File: config.mk
export PLATFORM = sky130hd
export DESIGN_NAME = integer_to_radix_text_unit
export DESIGN_NICKNAME = d
export VERILOG_FILES = /design/src/rtl/itrt_pkg.sv /design/src/rtl/itrt_front.sv /design/src/rtl/itrt_queue.sv /design/src/rtl/itrt_back.sv /design/src/rtl/integer_to_radix_text_unit.sv
export SDC_FILE = /design/constraint.sdc
export NUM_CORES = 1
export LEC_CHECK = 0
export BUFFER_PORTS_ARGS = -buffer_cell sky130_fd_sc_hd__buf_4
export CAP_MARGIN = 5
export CELL_PAD_IN_SITES_DETAIL_PLACEMENT = 1
export CELL_PAD_IN_SITES_GLOBAL_PLACEMENT = 1
export CORE_UTILIZATION = 55
export DETAILED_ROUTE_END_ITERATION = 10
export HOLD_SLACK_MARGIN = 0.1
export PLACE_DENSITY_LB_ADDON = 0.1
export SYNTH_ARGS = -nofsm -noshare
export SYNTH_HDL_FRONTEND = slang
export SYNTH_SLANG_ARGS = --single-unit
File: constraint.sdc
create_clock -name clk -period 6 [get_ports clk]
set_input_delay 0.3 -clock clk [delete_from_list [all_inputs] [get_ports clk]]
set_output_delay 0.3 -clock clk [all_outputs]
set_load 0.02 [all_outputs]
File: src/rtl/itrt_pkg.sv
`timescale 1ns / 1ps
package itrt_pkg;

  localparam int RADIX_W = 5;
  localparam int DIGIT_W = 4;
  localparam int CHAR_W  = 8;

  localparam logic [RADIX_W-1:0] RADIX_MIN = 5'd2;
  localparam logic [RADIX_W-1:0] RADIX_MAX = 5'd16;

  localparam logic [CHAR_W-1:0] CHAR_MINUS = 8'h2d;
  localparam logic [CHAR_W-1:0] CHAR_ZERO  = 8'h30;
  localparam logic [CHAR_W-1:0] CHAR_LOW_A = 8'h61;
  localparam logic [CHAR_W-1:0] CHAR_UP_A  = 8'h41;

  // format_flags bit positions
  localparam int FLAG_UNSIGNED = 0;
  localparam int FLAG_LOWER    = 1;

  typedef struct packed {
    logic [RADIX_W-1:0] base;
    logic               neg;
    logic               lower;
  } itrt_cmd_t;

  typedef enum logic [2:0] {
    BK_IDLE,
    BK_DIV,
    BK_SIGN,
    BK_READ,
    BK_EMIT
  } back_state_t;

  function automatic logic [CHAR_W-1:0] digit_char(input logic [DIGIT_W-1:0] d,
                                                   input logic lower);
    logic [CHAR_W-1:0] ext;
    ext = {{(CHAR_W-DIGIT_W){1'b0}}, d};
    if (d < 4'd10) begin
      digit_char = CHAR_ZERO + ext;
    end else if (lower) begin
      digit_char = CHAR_LOW_A + ext - 8'd10;
    end else begin
      digit_char = CHAR_UP_A + ext - 8'd10;
    end
  endfunction

endpackage

File: src/rtl/itrt_front.sv
`timescale 1ns / 1ps
module itrt_front import itrt_pkg::*; #(
  parameter int NUMBER_WIDTH = 32
) (
  input  logic [31:0]             number_bits,
  input  logic [RADIX_W-1:0]      radix,
  input  logic [1:0]              format_flags,
  output logic [NUMBER_WIDTH-1:0] mag,
  output itrt_cmd_t               cmd
);

  logic [NUMBER_WIDTH-1:0] bits;
  logic                    neg;

  assign bits = NUMBER_WIDTH'(number_bits);
  assign neg  = !format_flags[FLAG_UNSIGNED] && bits[NUMBER_WIDTH-1];
  assign mag  = neg ? (~bits + 1'b1) : bits;

  always_comb begin
    if (radix < RADIX_MIN) begin
      cmd.base = RADIX_MIN;
    end else if (radix > RADIX_MAX) begin
      cmd.base = RADIX_MAX;
    end else begin
      cmd.base = radix;
    end
    cmd.neg   = neg;
    cmd.lower = format_flags[FLAG_LOWER];
  end

endmodule

File: src/rtl/itrt_queue.sv
`timescale 1ns / 1ps
module itrt_queue #(
  parameter int DATA_W = 39
) (
  input  logic              clk,
  input  logic              rst_n,
  input  logic              push,
  input  logic [DATA_W-1:0] push_data,
  output logic              full,
  input  logic              pop,
  output logic              not_empty,
  output logic [DATA_W-1:0] pop_data
);

  logic [DATA_W-1:0] slot_r [2];
  logic              wr_ptr_r, wr_ptr_nxt;
  logic              rd_ptr_r, rd_ptr_nxt;
  logic [1:0]        cnt_r, cnt_nxt;

  assign full      = (cnt_r == 2'd2);
  assign not_empty = (cnt_r != 2'd0);
  assign pop_data  = slot_r[rd_ptr_r];

  always_comb begin
    wr_ptr_nxt = push ? !wr_ptr_r : wr_ptr_r;
    rd_ptr_nxt = pop ? !rd_ptr_r : rd_ptr_r;
    cnt_nxt    = cnt_r + {1'b0, push} - {1'b0, pop};
  end

  always_ff @(posedge clk) begin
    if (!rst_n) begin
      wr_ptr_r <= 1'b0;
      rd_ptr_r <= 1'b0;
      cnt_r    <= 2'd0;
    end else begin
      wr_ptr_r <= wr_ptr_nxt;
      rd_ptr_r <= rd_ptr_nxt;
      cnt_r    <= cnt_nxt;
    end
  end

  always_ff @(posedge clk) begin
    if (push) begin
      slot_r[wr_ptr_r] <= push_data;
    end
  end

endmodule

File: src/rtl/itrt_back.sv
`timescale 1ns / 1ps
module itrt_back import itrt_pkg::*; #(
  parameter int NUMBER_WIDTH = 32
) (
  input  logic                    clk,
  input  logic                    rst_n,
  input  logic                    q_valid,
  output logic                    q_pop,
  input  logic [NUMBER_WIDTH-1:0] q_mag,
  input  itrt_cmd_t               q_cmd,
  output logic                    out_valid,
  input  logic                    out_stall,
  output logic [CHAR_W-1:0]       out_text_char,
  output logic                    out_last_char
);

  localparam int IDX_W = $clog2(NUMBER_WIDTH);
  localparam int CNT_W = $clog2(NUMBER_WIDTH + 1);
  localparam logic [IDX_W-1:0] STEP_LAST = IDX_W'(NUMBER_WIDTH - 1);
  localparam logic [CNT_W-1:0] CNT_FULL  = CNT_W'(NUMBER_WIDTH);
  localparam logic [CNT_W-1:0] CNT_ONE   = CNT_W'(1);

  back_state_t state_r, state_nxt;

  logic [NUMBER_WIDTH-1:0] mag_r, mag_nxt;
  logic [RADIX_W-1:0]      rem_r, rem_nxt;
  logic [IDX_W-1:0]        step_r, step_nxt;
  logic [CNT_W-1:0]        cnt_r, cnt_nxt;
  itrt_cmd_t               cmd_r, cmd_nxt;

  logic                    out_valid_r, out_valid_nxt;
  logic [CHAR_W-1:0]       out_char_r, out_char_nxt;
  logic                    out_last_r, out_last_nxt;

  logic [DIGIT_W-1:0]      stack [NUMBER_WIDTH];
  logic [DIGIT_W-1:0]      rd_data_r;
  logic [CNT_W-1:0]        cnt_dec;
  logic [CNT_W-1:0]        cnt_inc;

  // one restoring-division step per cycle
  logic [RADIX_W-1:0]      rem_sh;
  logic                    ge;
  logic [RADIX_W-1:0]      rem_new;
  logic [NUMBER_WIDTH-1:0] mag_new;
  logic                    digit_done;
  logic                    wr_en;
  logic                    out_free;

  assign rem_sh  = {rem_r[RADIX_W-2:0], mag_r[NUMBER_WIDTH-1]};
  assign ge      = (rem_sh >= cmd_r.base);
  assign rem_new = ge ? (rem_sh - cmd_r.base) : rem_sh;
  assign mag_new = {mag_r[NUMBER_WIDTH-2:0], ge};
  assign cnt_dec = cnt_r - CNT_ONE;
  assign cnt_inc = cnt_r + CNT_ONE;

  assign digit_done = (state_r == BK_DIV) && (step_r == STEP_LAST);
  assign wr_en      = digit_done;
  assign out_free   = !out_valid_r || !out_stall;
  assign q_pop      = (state_r == BK_IDLE) && q_valid;

  always_comb begin
    state_nxt = state_r;
    case (state_r)
      BK_IDLE: begin
        if (q_valid) begin
          state_nxt = BK_DIV;
        end
      end
      BK_DIV: begin
        if (digit_done && ((mag_new == '0) || (cnt_inc == CNT_FULL))) begin
          state_nxt = cmd_r.neg ? BK_SIGN : BK_READ;
        end
      end
      BK_SIGN: begin
        if (out_free) begin
          state_nxt = BK_READ;
        end
      end
      BK_READ: begin
        state_nxt = BK_EMIT;
      end
      BK_EMIT: begin
        if (out_free) begin
          state_nxt = (cnt_r == CNT_ONE) ? BK_IDLE : BK_READ;
        end
      end
      default: begin
        state_nxt = BK_IDLE;
      end
    endcase
  end

  always_comb begin
    mag_nxt       = mag_r;
    rem_nxt       = rem_r;
    step_nxt      = step_r;
    cnt_nxt       = cnt_r;
    cmd_nxt       = cmd_r;
    out_char_nxt  = out_char_r;
    out_last_nxt  = out_last_r;
    out_valid_nxt = out_valid_r && out_stall;
    case (state_r)
      BK_IDLE: begin
        if (q_valid) begin
          mag_nxt  = q_mag;
          cmd_nxt  = q_cmd;
          rem_nxt  = '0;
          step_nxt = '0;
          cnt_nxt  = '0;
        end
      end
      BK_DIV: begin
        mag_nxt  = mag_new;
        rem_nxt  = rem_new;
        step_nxt = step_r + 1'b1;
        if (digit_done) begin
          rem_nxt  = '0;
          step_nxt = '0;
          cnt_nxt  = cnt_inc;
        end
      end
      BK_SIGN: begin
        if (out_free) begin
          out_valid_nxt = 1'b1;
          out_char_nxt  = CHAR_MINUS;
          out_last_nxt  = 1'b0;
        end
      end
      BK_EMIT: begin
        if (out_free) begin
          out_valid_nxt = 1'b1;
          out_char_nxt  = digit_char(rd_data_r, cmd_r.lower);
          out_last_nxt  = (cnt_r == CNT_ONE);
          cnt_nxt       = cnt_dec;
        end
      end
      default: begin
      end
    endcase
  end

  always_ff @(posedge clk) begin
    if (!rst_n) begin
      state_r     <= BK_IDLE;
      out_valid_r <= 1'b0;
      cnt_r       <= '0;
      step_r      <= '0;
      mag_r       <= '0;
      cmd_r       <= '0;
    end else begin
      state_r     <= state_nxt;
      out_valid_r <= out_valid_nxt;
      cnt_r       <= cnt_nxt;
      step_r      <= step_nxt;
      mag_r       <= mag_nxt;
      cmd_r       <= cmd_nxt;
    end
  end

  always_ff @(posedge clk) begin
    rem_r      <= rem_nxt;
    out_char_r <= out_char_nxt;
    out_last_r <= out_last_nxt;
  end

  // digit stack, least significant digit at entry 0
  always_ff @(posedge clk) begin
    if (wr_en) begin
      stack[cnt_r[IDX_W-1:0]] <= rem_new[DIGIT_W-1:0];
    end
    if (state_r == BK_READ) begin
      rd_data_r <= stack[cnt_dec[IDX_W-1:0]];
    end
  end

  assign out_valid     = out_valid_r;
  assign out_text_char = out_char_r;
  assign out_last_char = out_last_r;

endmodule

File: src/rtl/integer_to_radix_text_unit.sv
`timescale 1ns / 1ps
// Integer to radix text converter.
// Input channel (in_valid / in_stall): one number word, a base (clamped to
// 2..16) and format flags (bit0 unsigned, bit1 lowercase letters).
// Output channel (out_valid / out_stall): the number as ASCII characters,
// most significant first, '-' first for a negative signed value, with
// out_last_char high on the final character.
// The front end sign-classifies and clamps the item and drops it into a
// two-entry queue, so up to two items wait while one is being converted.
// Each digit is computed in the shared one-bit-per-cycle restoring divider;
// each digit character is then a digit stack read followed by an output
// load, and the sign is a single output load. A stalled output holds its
// character and the converter waits. Reset empties the queue and the
// output register; no clearing pass.
module integer_to_radix_text_unit import itrt_pkg::*; #(
  parameter int NUMBER_WIDTH = 32
) (
  input  logic               clk,
  input  logic               rst_n,
  input  logic               in_valid,
  output logic               in_stall,
  input  logic [31:0]        in_number_bits,
  input  logic [RADIX_W-1:0] in_radix,
  input  logic [1:0]         in_format_flags,
  output logic               out_valid,
  input  logic               out_stall,
  output logic [CHAR_W-1:0]  out_text_char,
  output logic               out_last_char
);

  localparam int CMD_W = $bits(itrt_cmd_t);
  localparam int Q_W   = NUMBER_WIDTH + CMD_W;

  logic [NUMBER_WIDTH-1:0] f_mag;
  itrt_cmd_t               f_cmd;
  logic                    q_full;
  logic                    q_push;
  logic                    q_pop;
  logic                    q_valid;
  logic [Q_W-1:0]          q_data;
  itrt_cmd_t               q_cmd;

  assign in_stall = q_full;
  assign q_push   = in_valid && !q_full;
  assign q_cmd    = itrt_cmd_t'(q_data[CMD_W-1:0]);

  itrt_front #(.NUMBER_WIDTH(NUMBER_WIDTH)) u_front (
    .number_bits  (in_number_bits),
    .radix        (in_radix),
    .format_flags (in_format_flags),
    .mag          (f_mag),
    .cmd          (f_cmd)
  );

  itrt_queue #(.DATA_W(Q_W)) u_queue (
    .clk       (clk),
    .rst_n     (rst_n),
    .push      (q_push),
    .push_data ({f_mag, f_cmd}),
    .full      (q_full),
    .pop       (q_pop),
    .not_empty (q_valid),
    .pop_data  (q_data)
  );

  itrt_back #(.NUMBER_WIDTH(NUMBER_WIDTH)) u_back (
    .clk           (clk),
    .rst_n         (rst_n),
    .q_valid       (q_valid),
    .q_pop         (q_pop),
    .q_mag         (q_data[Q_W-1:CMD_W]),
    .q_cmd         (q_cmd),
    .out_valid     (out_valid),
    .out_stall     (out_stall),
    .out_text_char (out_text_char),
    .out_last_char (out_last_char)
  );

endmodule

==> reports/results.ini, run 1 <==
[min_path]
hold_start=in_number_bits[30]
hold_depth=2
hp-class=in -> reg
min_to=u_queue.slot_r[0][37]

[cells_and_area]
drive_gt1_frac=0.174
fin_nets=1019
design_area_um2=13900
final_cell_mix=edfxtp_1 (222), nor2_1 (137), buf_4 (58)
final_common_cell=edfxtp_1
n_antenna_cell=0
areaGrowthSynthToFinish_pct=12.7

[critical_path]
critPathTopFamily=simple AND/OR/NAND/NOR gates
max_stage_delay_ns=1.06
end_kind=flip-flop
timing.rr.start=u_back.state_r[2]
crit_path_top_delay_cell=nor2_2
cp.arrival_ns=4.22
path_max_fanout=33
critical_path_buf_inv_count=2
required_ns=6.39
r2r-end=u_back.mag_r[28]
crit_chain=or4_1 -> inv_2 -> nor2_2 -> inv_1 -> nor2_1 -> a211oi_1
ff2ff_setup_slack_ns=2.17
worstSetupPathType=reg -> reg
start_kind=flip-flop
reg2reg_depth=6

[drt]
dr.pass1.iters=5
post_drt_wl_per_cell_um=21.9
drt_wl_total_mm=27.7
ant_nets=0
vias=7664
drtIter0Drc=438
post_drt_via_cell_ratio=6.08
drc_errors=0

[global_route]
antenna_found_initial=0
grt_pass1_wl_mm=43.9
gr-total-overflow=0
grt_max_degree=45
grt.total_usage=0.240
grt_pass1_vias=8192

[sta]
tightest_slew_ns=1.27
finalHoldViolations=0
fin_crit_sh=0.638
slew_headroom=0.154
fmax_ghz=0.261
skew_ns=0.0193
tns_ns=0
finalCriticalPeriod_ns=3.83
setup_violations=0
drv_slew=0
grt_setup_unrepaired=false

[logic_synthesis]
synth_edf_count=222
synth_seq_area_share=0.636
synth_area_um2=12300
synth-seq-cells=281
synth_cells=916
syn_nets=976
yosys_warnings=0
ys_types=69
synth-main-ff-cell=edfxtp_1
synth_area_per_cell_um2=13.5
async_flop_share=0

[floorplan]
core_area_um2=21900
io_pins=54
die_area_um2=23100
die_y_um=152
initial_core_util=0.564
die-width_um=152
rows=54

[placement]
dpl-instance-area_um2=12900
io_buffer_count=52
hpwl_mm=18.6
gp_congestion=0.789

[clocking]
insertion_delay_ns=0.53
h-tree-depth=1
numCtsBuffers=28
cts_tree=done
clockBufferDepth=3
path_clk_slew_ns=0.06
clock_sinks=281
cts_setup_buffers=0
clock-root-buffer=clkbuf_16

[pwr]
p_leak_nw=4.69
p_per_area_nw_per_um2=498
vdd_drop_max_uv=396

[job]
drv_cap=0

[run_status]
status=finished, final reports clean

-- synthesized netlist by cell type (all sizes together), types with 3 or more instances --
cell | number | area share
nand4 | 5 | 0.0025
or4 | 4 | 0.0030
mux2 | 10 | 0.0091
nor3 | 10 | 0.0050
a21oi | 28 | 0.011
nand2 | 32 | 0.0097
a22o | 4 | 0.0028
a31oi | 5 | 0.0025
nand3 | 21 | 0.0089
a211o | 4 | 0.0028
o31ai | 7 | 0.0051
or2 | 4 | 0.0020
xnor2 | 25 | 0.018
clkbuf | 31 | 0.0095
o21a | 3 | 0.0018
xor2 | 12 | 0.0091
a32oi | 3 | 0.0021
and2 | 3 | 0.0015
mux4 | 32 | 0.058
edfxtp | 222 | 0.54
a221oi | 30 | 0.021
nor2b | 6 | 0.0030
a211oi | 14 | 0.0085
nor4 | 11 | 0.0068
dfxtp | 59 | 0.096
mux2i | 47 | 0.038
o41ai | 4 | 0.0041
ha | 16 | 0.016
or3 | 10 | 0.0052
nor3b | 5 | 0.0034
o22ai | 4 | 0.0020
and3 | 5 | 0.0025
buf | 23 | 0.010
nand2b | 6 | 0.0030
o21ai | 26 | 0.011
nor2 | 140 | 0.043
inv | 26 | 0.0079
-- flip-flops by register name, indices dropped and copies added, names as in the netlist, named ones only --
register	count
u_back.cnt_r	6
u_back.out_valid	1
u_back.state_r	3
u_back.rd_data_r	4
u_back.out_text_char	7
u_back.cmd_r	7
u_queue.slot_r	78
u_back.mag_r	32
u_back.stack	128
u_back.step_r	5
u_queue.cnt_r	2
u_queue.wr_ptr_r	1
u_back.out_last_char	1
u_back.rem_r	4
u_queue.rd_ptr_r	1
-- final cells by class --
| cell class | instances | area, µm² |
|---|---|---|
| inverter | 27 | 101 |
| multi-input combinational | 554 | 4180 |
| clock buffer | 35 | 768 |
| clock inverter | 17 | 155 |
| sequential | 281 | 7850 |
| fill | 2093 | 7970 |
| tap | 280 | 350 |
| timing repair buffer | 67 | 520 |
-- report_power, final --
part | total [mW] | leakage [nW] | internal, mW | switching [mW]
sequential | 3.03 | 2.51 | 2.83 | 0.192
combinational | 2.17 | 1.71 | 0.732 | 1.43
clock | 1.73 | 0.464 | 1.03 | 0.702
total | 6.93 | 4.69 | 4.60 | 2.33
-- metal layers --
layer / up-vias / GRT usage / routed length [µm]
met3: 63 / 0.0305 / 996
met5: - / 0 / 0
met2: 194 / 0.430 / 14200
met1: 3853 / 0.299 / 11600
li1: 3554 / - / -
met4: 0 / 0.0871 / 840
-- how the worst max path moves through the flow --
stage / endpoint / depth (start not counted) / slack, ns / start
final: u_back.mag_r[28] / 6 / 2.17 / u_back.state_r[2]
after global routing: u_back.mag_r[29] / 6 / 1.95 / u_back.state_r[2]
after CTS: u_back.mag_r[28] / 6 / 2.17 / u_back.state_r[2]
after detailed placement: u_back.mag_r[28] / 6 / 2.18 / u_back.state_r[2]
after global placement: u_back.mag_r[28] / 6 / 2.45 / u_back.state_r[2]
after floorplan: u_back.rd_data_r[0] / 10 / 3.20 / u_back.cnt_r[0]
-- worst reg2reg max path, cell delays in order (launching register included) --
cell and delay [ns]:
dfxtp_1 0.60, or4_1 0.95, inv_2 0.40, nor2_2 1.06
inv_1 0.40, nor2_1 0.21, a211oi_1 0.07
-- cells by family (layout without fill, tap and decap cells) --
family | count (synthesis) | count (layout) | share of synthesized area
and+or+nand+nor | 266 | 266 | 0.103
DFF | 281 | 281 | 0.636
buffers and inverters | 81 | 146 | 0.0280
xor gates and xnor gates | 37 | 37 | 0.0269
muxes | 89 | 89 | 0.106
other | 1 | 1 | 0.000304
AOI/OAI and AO/OA | 144 | 144 | 0.0831
adders and majority gates | 17 | 17 | 0.0178
-- stage by stage --
| step | hold slack [ns] | setup slack [ns] | instances | total power, mW | util |
|---|---|---|---|---|---|
| detailed placement | 0.455 | 2.18 | 1200 | 5.23 | 0.590 |
| floorplan | 0.399 | 3.20 | 916 | 4.46 | - |
| global placement | 0.424 | 2.45 | 1200 | 5.05 | 0.590 |
| CTS | 0.100 | 2.17 | 1259 | 6.97 | 0.635 |
| finish | 0.115 | 2.17 | 1261 | 6.93 | 0.636 |
| global route | 0.107 | 1.95 | 1261 | 7.23 | 0.636 |
-- what timing repair did --
item,CTS,global route
gates resized for setup,0,0
hold endpoints to repair,23,2
hold buffers,7,1
No activity file was read; power rests on OpenSTA's default activity.
==> run 2, diff against run 1 <==
- CORE_UTILIZATION: 55 -> 51
- clock period: 6 -> 4 ns (I/O delays scaled with it)
==> reports/results.ini, run 2 (synthesized netlist as in run 1, its figures left out) <==
[drt]
drt_wl_total_mm=28.5
dr.pass1.iters=4
vias=7731
drc_errors=0
drtIter0Drc=447
ant_nets=0
post_drt_via_cell_ratio=5.79
post_drt_wl_per_cell_um=21.3

[critical_path]
worstSetupPathType=reg -> reg
start_kind=flip-flop
path_max_fanout=12
cp.arrival_ns=3.09
end_kind=flip-flop
required_ns=4.29

[clocking]
insertion_delay_ns=0.53
cts_tree=done
clock_sinks=281
h-tree-depth=1
clockBufferDepth=3
path_clk_slew_ns=0.07
clock-root-buffer=clkbuf_16
numCtsBuffers=28
cts.repair.resized=0

[floorplan]
rows=56
die-width_um=158
initial_core_util=0.523
io_pins=54
die_area_um2=24800
core_area_um2=23600
die_y_um=158

[sta]
setup_violations=0
tns_ns=0
grt_setup_unrepaired=false
finalCriticalPeriod_ns=2.81
fmax_ghz=0.356
tightest_slew_ns=1.15
drv_slew=0
finalHoldViolations=0
skew_ns=0.0101
slew_headroom=0.227
fin_crit_sh=0.702

[placement]
dpl-instance-area_um2=13000
gp_congestion=0.872
io_buffer_count=52
hpwl_mm=19.4

[run_status]
status=finished, final reports clean

[pwr]
intPower_mw=6.77
p_leak_nw=4.79
p_clk_frac=0.239
swShare=0.336
p_seq_frac=0.442
pwr-share-comb=0.319
vdd_drop_max_uv=400
p_switching_mw=3.43
p_per_area_nw_per_um2=716

[cells_and_area]
areaGrowthSynthToFinish_pct=15.4
drive_gt1_frac=0.163
regArea_um2=7850
final_cell_mix=edfxtp_1 (222), nor2_1 (137), buf_4 (63)
multi_input_area_um2=4180
fillers=2259
largest_register_ffs=128
fin_nets=1055
n_antenna_cell=0
design_area_um2=14200
final_common_cell=edfxtp_1

[global_route]
antenna_found_initial=0
grt_pass1_wl_mm=45.1
grt_pass1_vias=8336
gr-total-overflow=0
grt.total_usage=0.238
grt_max_degree=44

[job]
drv_cap=0

[min_path]
hp-class=in -> reg

==> run 2: timing repair <==
item / in CTS / in global routing
buffers inserted: 0 / 0
hold buffers: 40 / 0
endpoints found under the hold margin: 83 / 0
==> run 2: path summary, 6_finish.rpt <==
| kind | end | slack [ns] | cells after the start | startpoint |
|---|---|---|---|---|
| min reg2reg | u_back.step_r[3] | 0.47 | 1 | u_back.step_r[3] |
| max | u_back.rd_data_r[2] | 1.19 | 7 | u_back.cnt_r[1] |
| min | u_queue.slot_r[1][8] | 0.13 | 3 | in_number_bits[1] |
| max reg2reg | u_back.rd_data_r[2] | 1.19 | 7 | u_back.cnt_r[1] |
==> run 2: metrics by stage <==
stage | utilization | power, mW | setup slack [ns] | cells | hold WS (ns)
global placement | 0.550 | 7.58 | 1.31 | 1244 | 0.389
global route | 0.603 | 10.7 | 1.01 | 1336 | 0.151
detailed placement | 0.550 | 7.83 | 1.19 | 1244 | 0.393
finish | 0.603 | 10.2 | 1.19 | 1336 | 0.133
CTS | 0.603 | 10.3 | 1.19 | 1336 | 0.121
floorplan | - | 6.69 | 1.20 | 916 | 0.299
==> run 2: per-layer routing <==
layer	GRT usage	vias to the layer above	share of wire
li1	-	3629	-
met1	0.274	3899	0.40
met2	0.451	152	0.54
met3	0.0266	51	0.028
met4	0.0869	0	0.028
met5	0	-	0
==> run 2: area by class of cell <==
type                            count  area share
Timing Repair Buffer              103      0.0613
Tap cell                          319      0.0280
Multi-Input combinational cell    554       0.293
Clock inverter                     20     0.00799
Clock buffer                       32      0.0517
Inverter                           27     0.00711
Sequential cell                   281       0.551
==> run 2: power groups by stage <==
stage	logic [mW]	registers, mW	clock network [mW]
3_5_place_dp	3.26	4.57	0
5_1_grt	3.58	4.55	2.58
3_3_place_gp	3.04	4.54	0
4_1_cts	3.33	4.51	2.47
6_report	3.25	4.51	2.44
2_1_floorplan	2.27	4.42	0
==> run 2: worst max-delay path, stage by stage (launching register included) <==
cell	delay, ns
dfxtp_1	0.58
inv_1	0.20
ha_1	0.35
xor2_2	0.50
buf_4	0.32
mux2i_1	0.29
a22o_1	0.23
nor2_1	0.07
==> run 3, diff against run 2 <==
- clock period: 4 -> 2.88 ns (I/O delays scaled with it)
==> reports/results.ini, run 3 (synthesized netlist as in run 1, its figures left out) <==
[critical_path]
cp.arrival_ns=2.92
reg2reg_depth=3
startpoint=in_number_bits[16]
end_kind=flip-flop
required_ns=3.16
start_kind=input port
timing.rr.start=u_back.state_r[0]
r2r-end=u_back.stack[26][3]
worstSetupPathType=in -> reg
ff2ff_setup_slack_ns=0.27
path_max_fanout=4

[placement]
io_buffer_count=52
hpwl_mm=19.8
dpl-instance-area_um2=13100
gp_congestion=0.819

[sta]
finalCriticalPeriod_ns=2.65
grt_setup_unrepaired=false
tightest_slew_ns=0.944
fin_crit_sh=0.919
setup_violations=0
fmax_ghz=0.378
finalHoldViolations=0
slew_headroom=0.371
skew_ns=0.0106
tns_ns=0
drv_slew=0

[drt]
ant_nets=0
post_drt_wl_per_cell_um=22.0
drtIter0Drc=388
dr.pass1.iters=5
drc_errors=0
post_drt_via_cell_ratio=5.83
drt_wl_total_mm=29.7
vias=7881

[cells_and_area]
design_area_um2=14600
final_common_cell=edfxtp_1
multi_input_area_um2=4190
regArea_um2=7850
fin_nets=1071
final_cell_mix=edfxtp_1 (222), nor2_1 (137), buf_4 (67)
drive_gt1_frac=0.183
areaGrowthSynthToFinish_pct=18.2
largest_register_ffs=128
n_antenna_cell=0
fillers=2241

[floorplan]
core_area_um2=23600
die_area_um2=24800
rows=56
die_y_um=158
io_pins=54
initial_core_util=0.523
die-width_um=158

[global_route]
grt_max_degree=45
gr-total-overflow=0
grt_pass1_wl_mm=46.4
antenna_found_initial=0
grt_pass1_vias=8597
grt.total_usage=0.246

[clocking]
cts_setup_buffers=0
insertion_delay_ns=0.54
clock_sinks=281
numCtsBuffers=29
clock-root-buffer=clkbuf_16
cts_tree=done
clockBufferDepth=3
h-tree-depth=1
path_clk_slew_ns=0.06

[job]
drv_cap=0

[min_path]
hold_depth=2
min_to=u_queue.slot_r[0][0]
hold_start=in_format_flags[1]
hp-class=in -> reg

[pwr]
p_leak_nw=4.95
p_per_area_nw_per_um2=1020
vdd_drop_max_uv=579

[run_status]
status=finished, final reports clean

[run 3: cell types whose count changed in the layout (fill, tap and decap cells not counted), sizes merged]
| cell | before | now |
|---|---|---|
| dlygate4sd3 | 40 | 47 |
| clkinv | 18 | 11 |
| clkbuf | 32 | 34 |
| bufinv | 1 | 5 |
| buf | 63 | 71 |
| clkinvlp | 1 | 3 |
[run 3: metrics by stage]
step / setup WS [ns] / utilization / hold WS, ns / power [mW] / instances
2_1_floorplan: 0.0769 / - / 0.243 / 9.29 / 916
3_3_place_gp: 0.408 / 0.554 / 0.339 / 10.7 / 1251
3_5_place_dp: 0.222 / 0.554 / 0.342 / 11.0 / 1251
4_1_cts: 0.192 / 0.617 / 0.327 / 15.0 / 1351
5_1_grt: 0.0692 / 0.618 / 0.338 / 15.6 / 1352
6_report: 0.233 / 0.618 / 0.341 / 14.9 / 1352
[run 3: layer usage]
metal  vias to the layer above  GRT usage  part of all wire
met3                        56     0.0257             0.029
met5                         -          0                 0
li1                       3661          -                 -
met1                      4008      0.285              0.40
met2                       156      0.464              0.53
met4                         0     0.0939             0.033
[run 3: repair_timing]
item / in CTS / in global routing
hold endpoints to repair: 86 / 0
hold buffers: 47 / 0
endpoints found under the setup margin: 0 / 2
resized for setup: 0 / 3
[run 3: layout make-up]
| cell class | instances | area share |
|---|---|---|
| timing repair buffer | 118 | 0.0718 |
| inverter | 27 | 0.00694 |
| clock buffer | 34 | 0.0531 |
| tap | 319 | 0.0273 |
| clock inverter | 19 | 0.0161 |
| multi-input combinational | 554 | 0.287 |
| sequential | 281 | 0.538 |
[run 3: how the worst max path moves through the flow]
| stage | cells past startpoint | endpoint | slack [ns] |
|---|---|---|---|
| after global placement | 8 | u_back.cnt_r[5] | 0.41 |
| after detailed placement | 8 | u_back.cnt_r[5] | 0.22 |
| after floorplan | 10 | u_back.rd_data_r[0] | 0.08 |
| after global routing | 8 | u_queue.slot_r[1][32] | 0.07 |
| after CTS | 8 | u_back.cnt_r[5] | 0.19 |
| final | 8 | u_queue.slot_r[1][35] | 0.23 |
[run 3: critical path, cell delays in order]
cell	delay, ns
dlygate4sd3_1	0.53
buf_4	0.15
or4_4	0.58
nor4_4	0.31
nand4_1	0.27
o31ai_2	0.26
xnor2_1	0.10
dlygate4sd3_1	0.59
[run 3: where the power goes]
group | switching [mW] | internal (mW)
Sequential | 0.345 | 5.88
Clock | 1.54 | 2.37
Combinational | 3.07 | 1.70
Total | 4.95 | 9.96
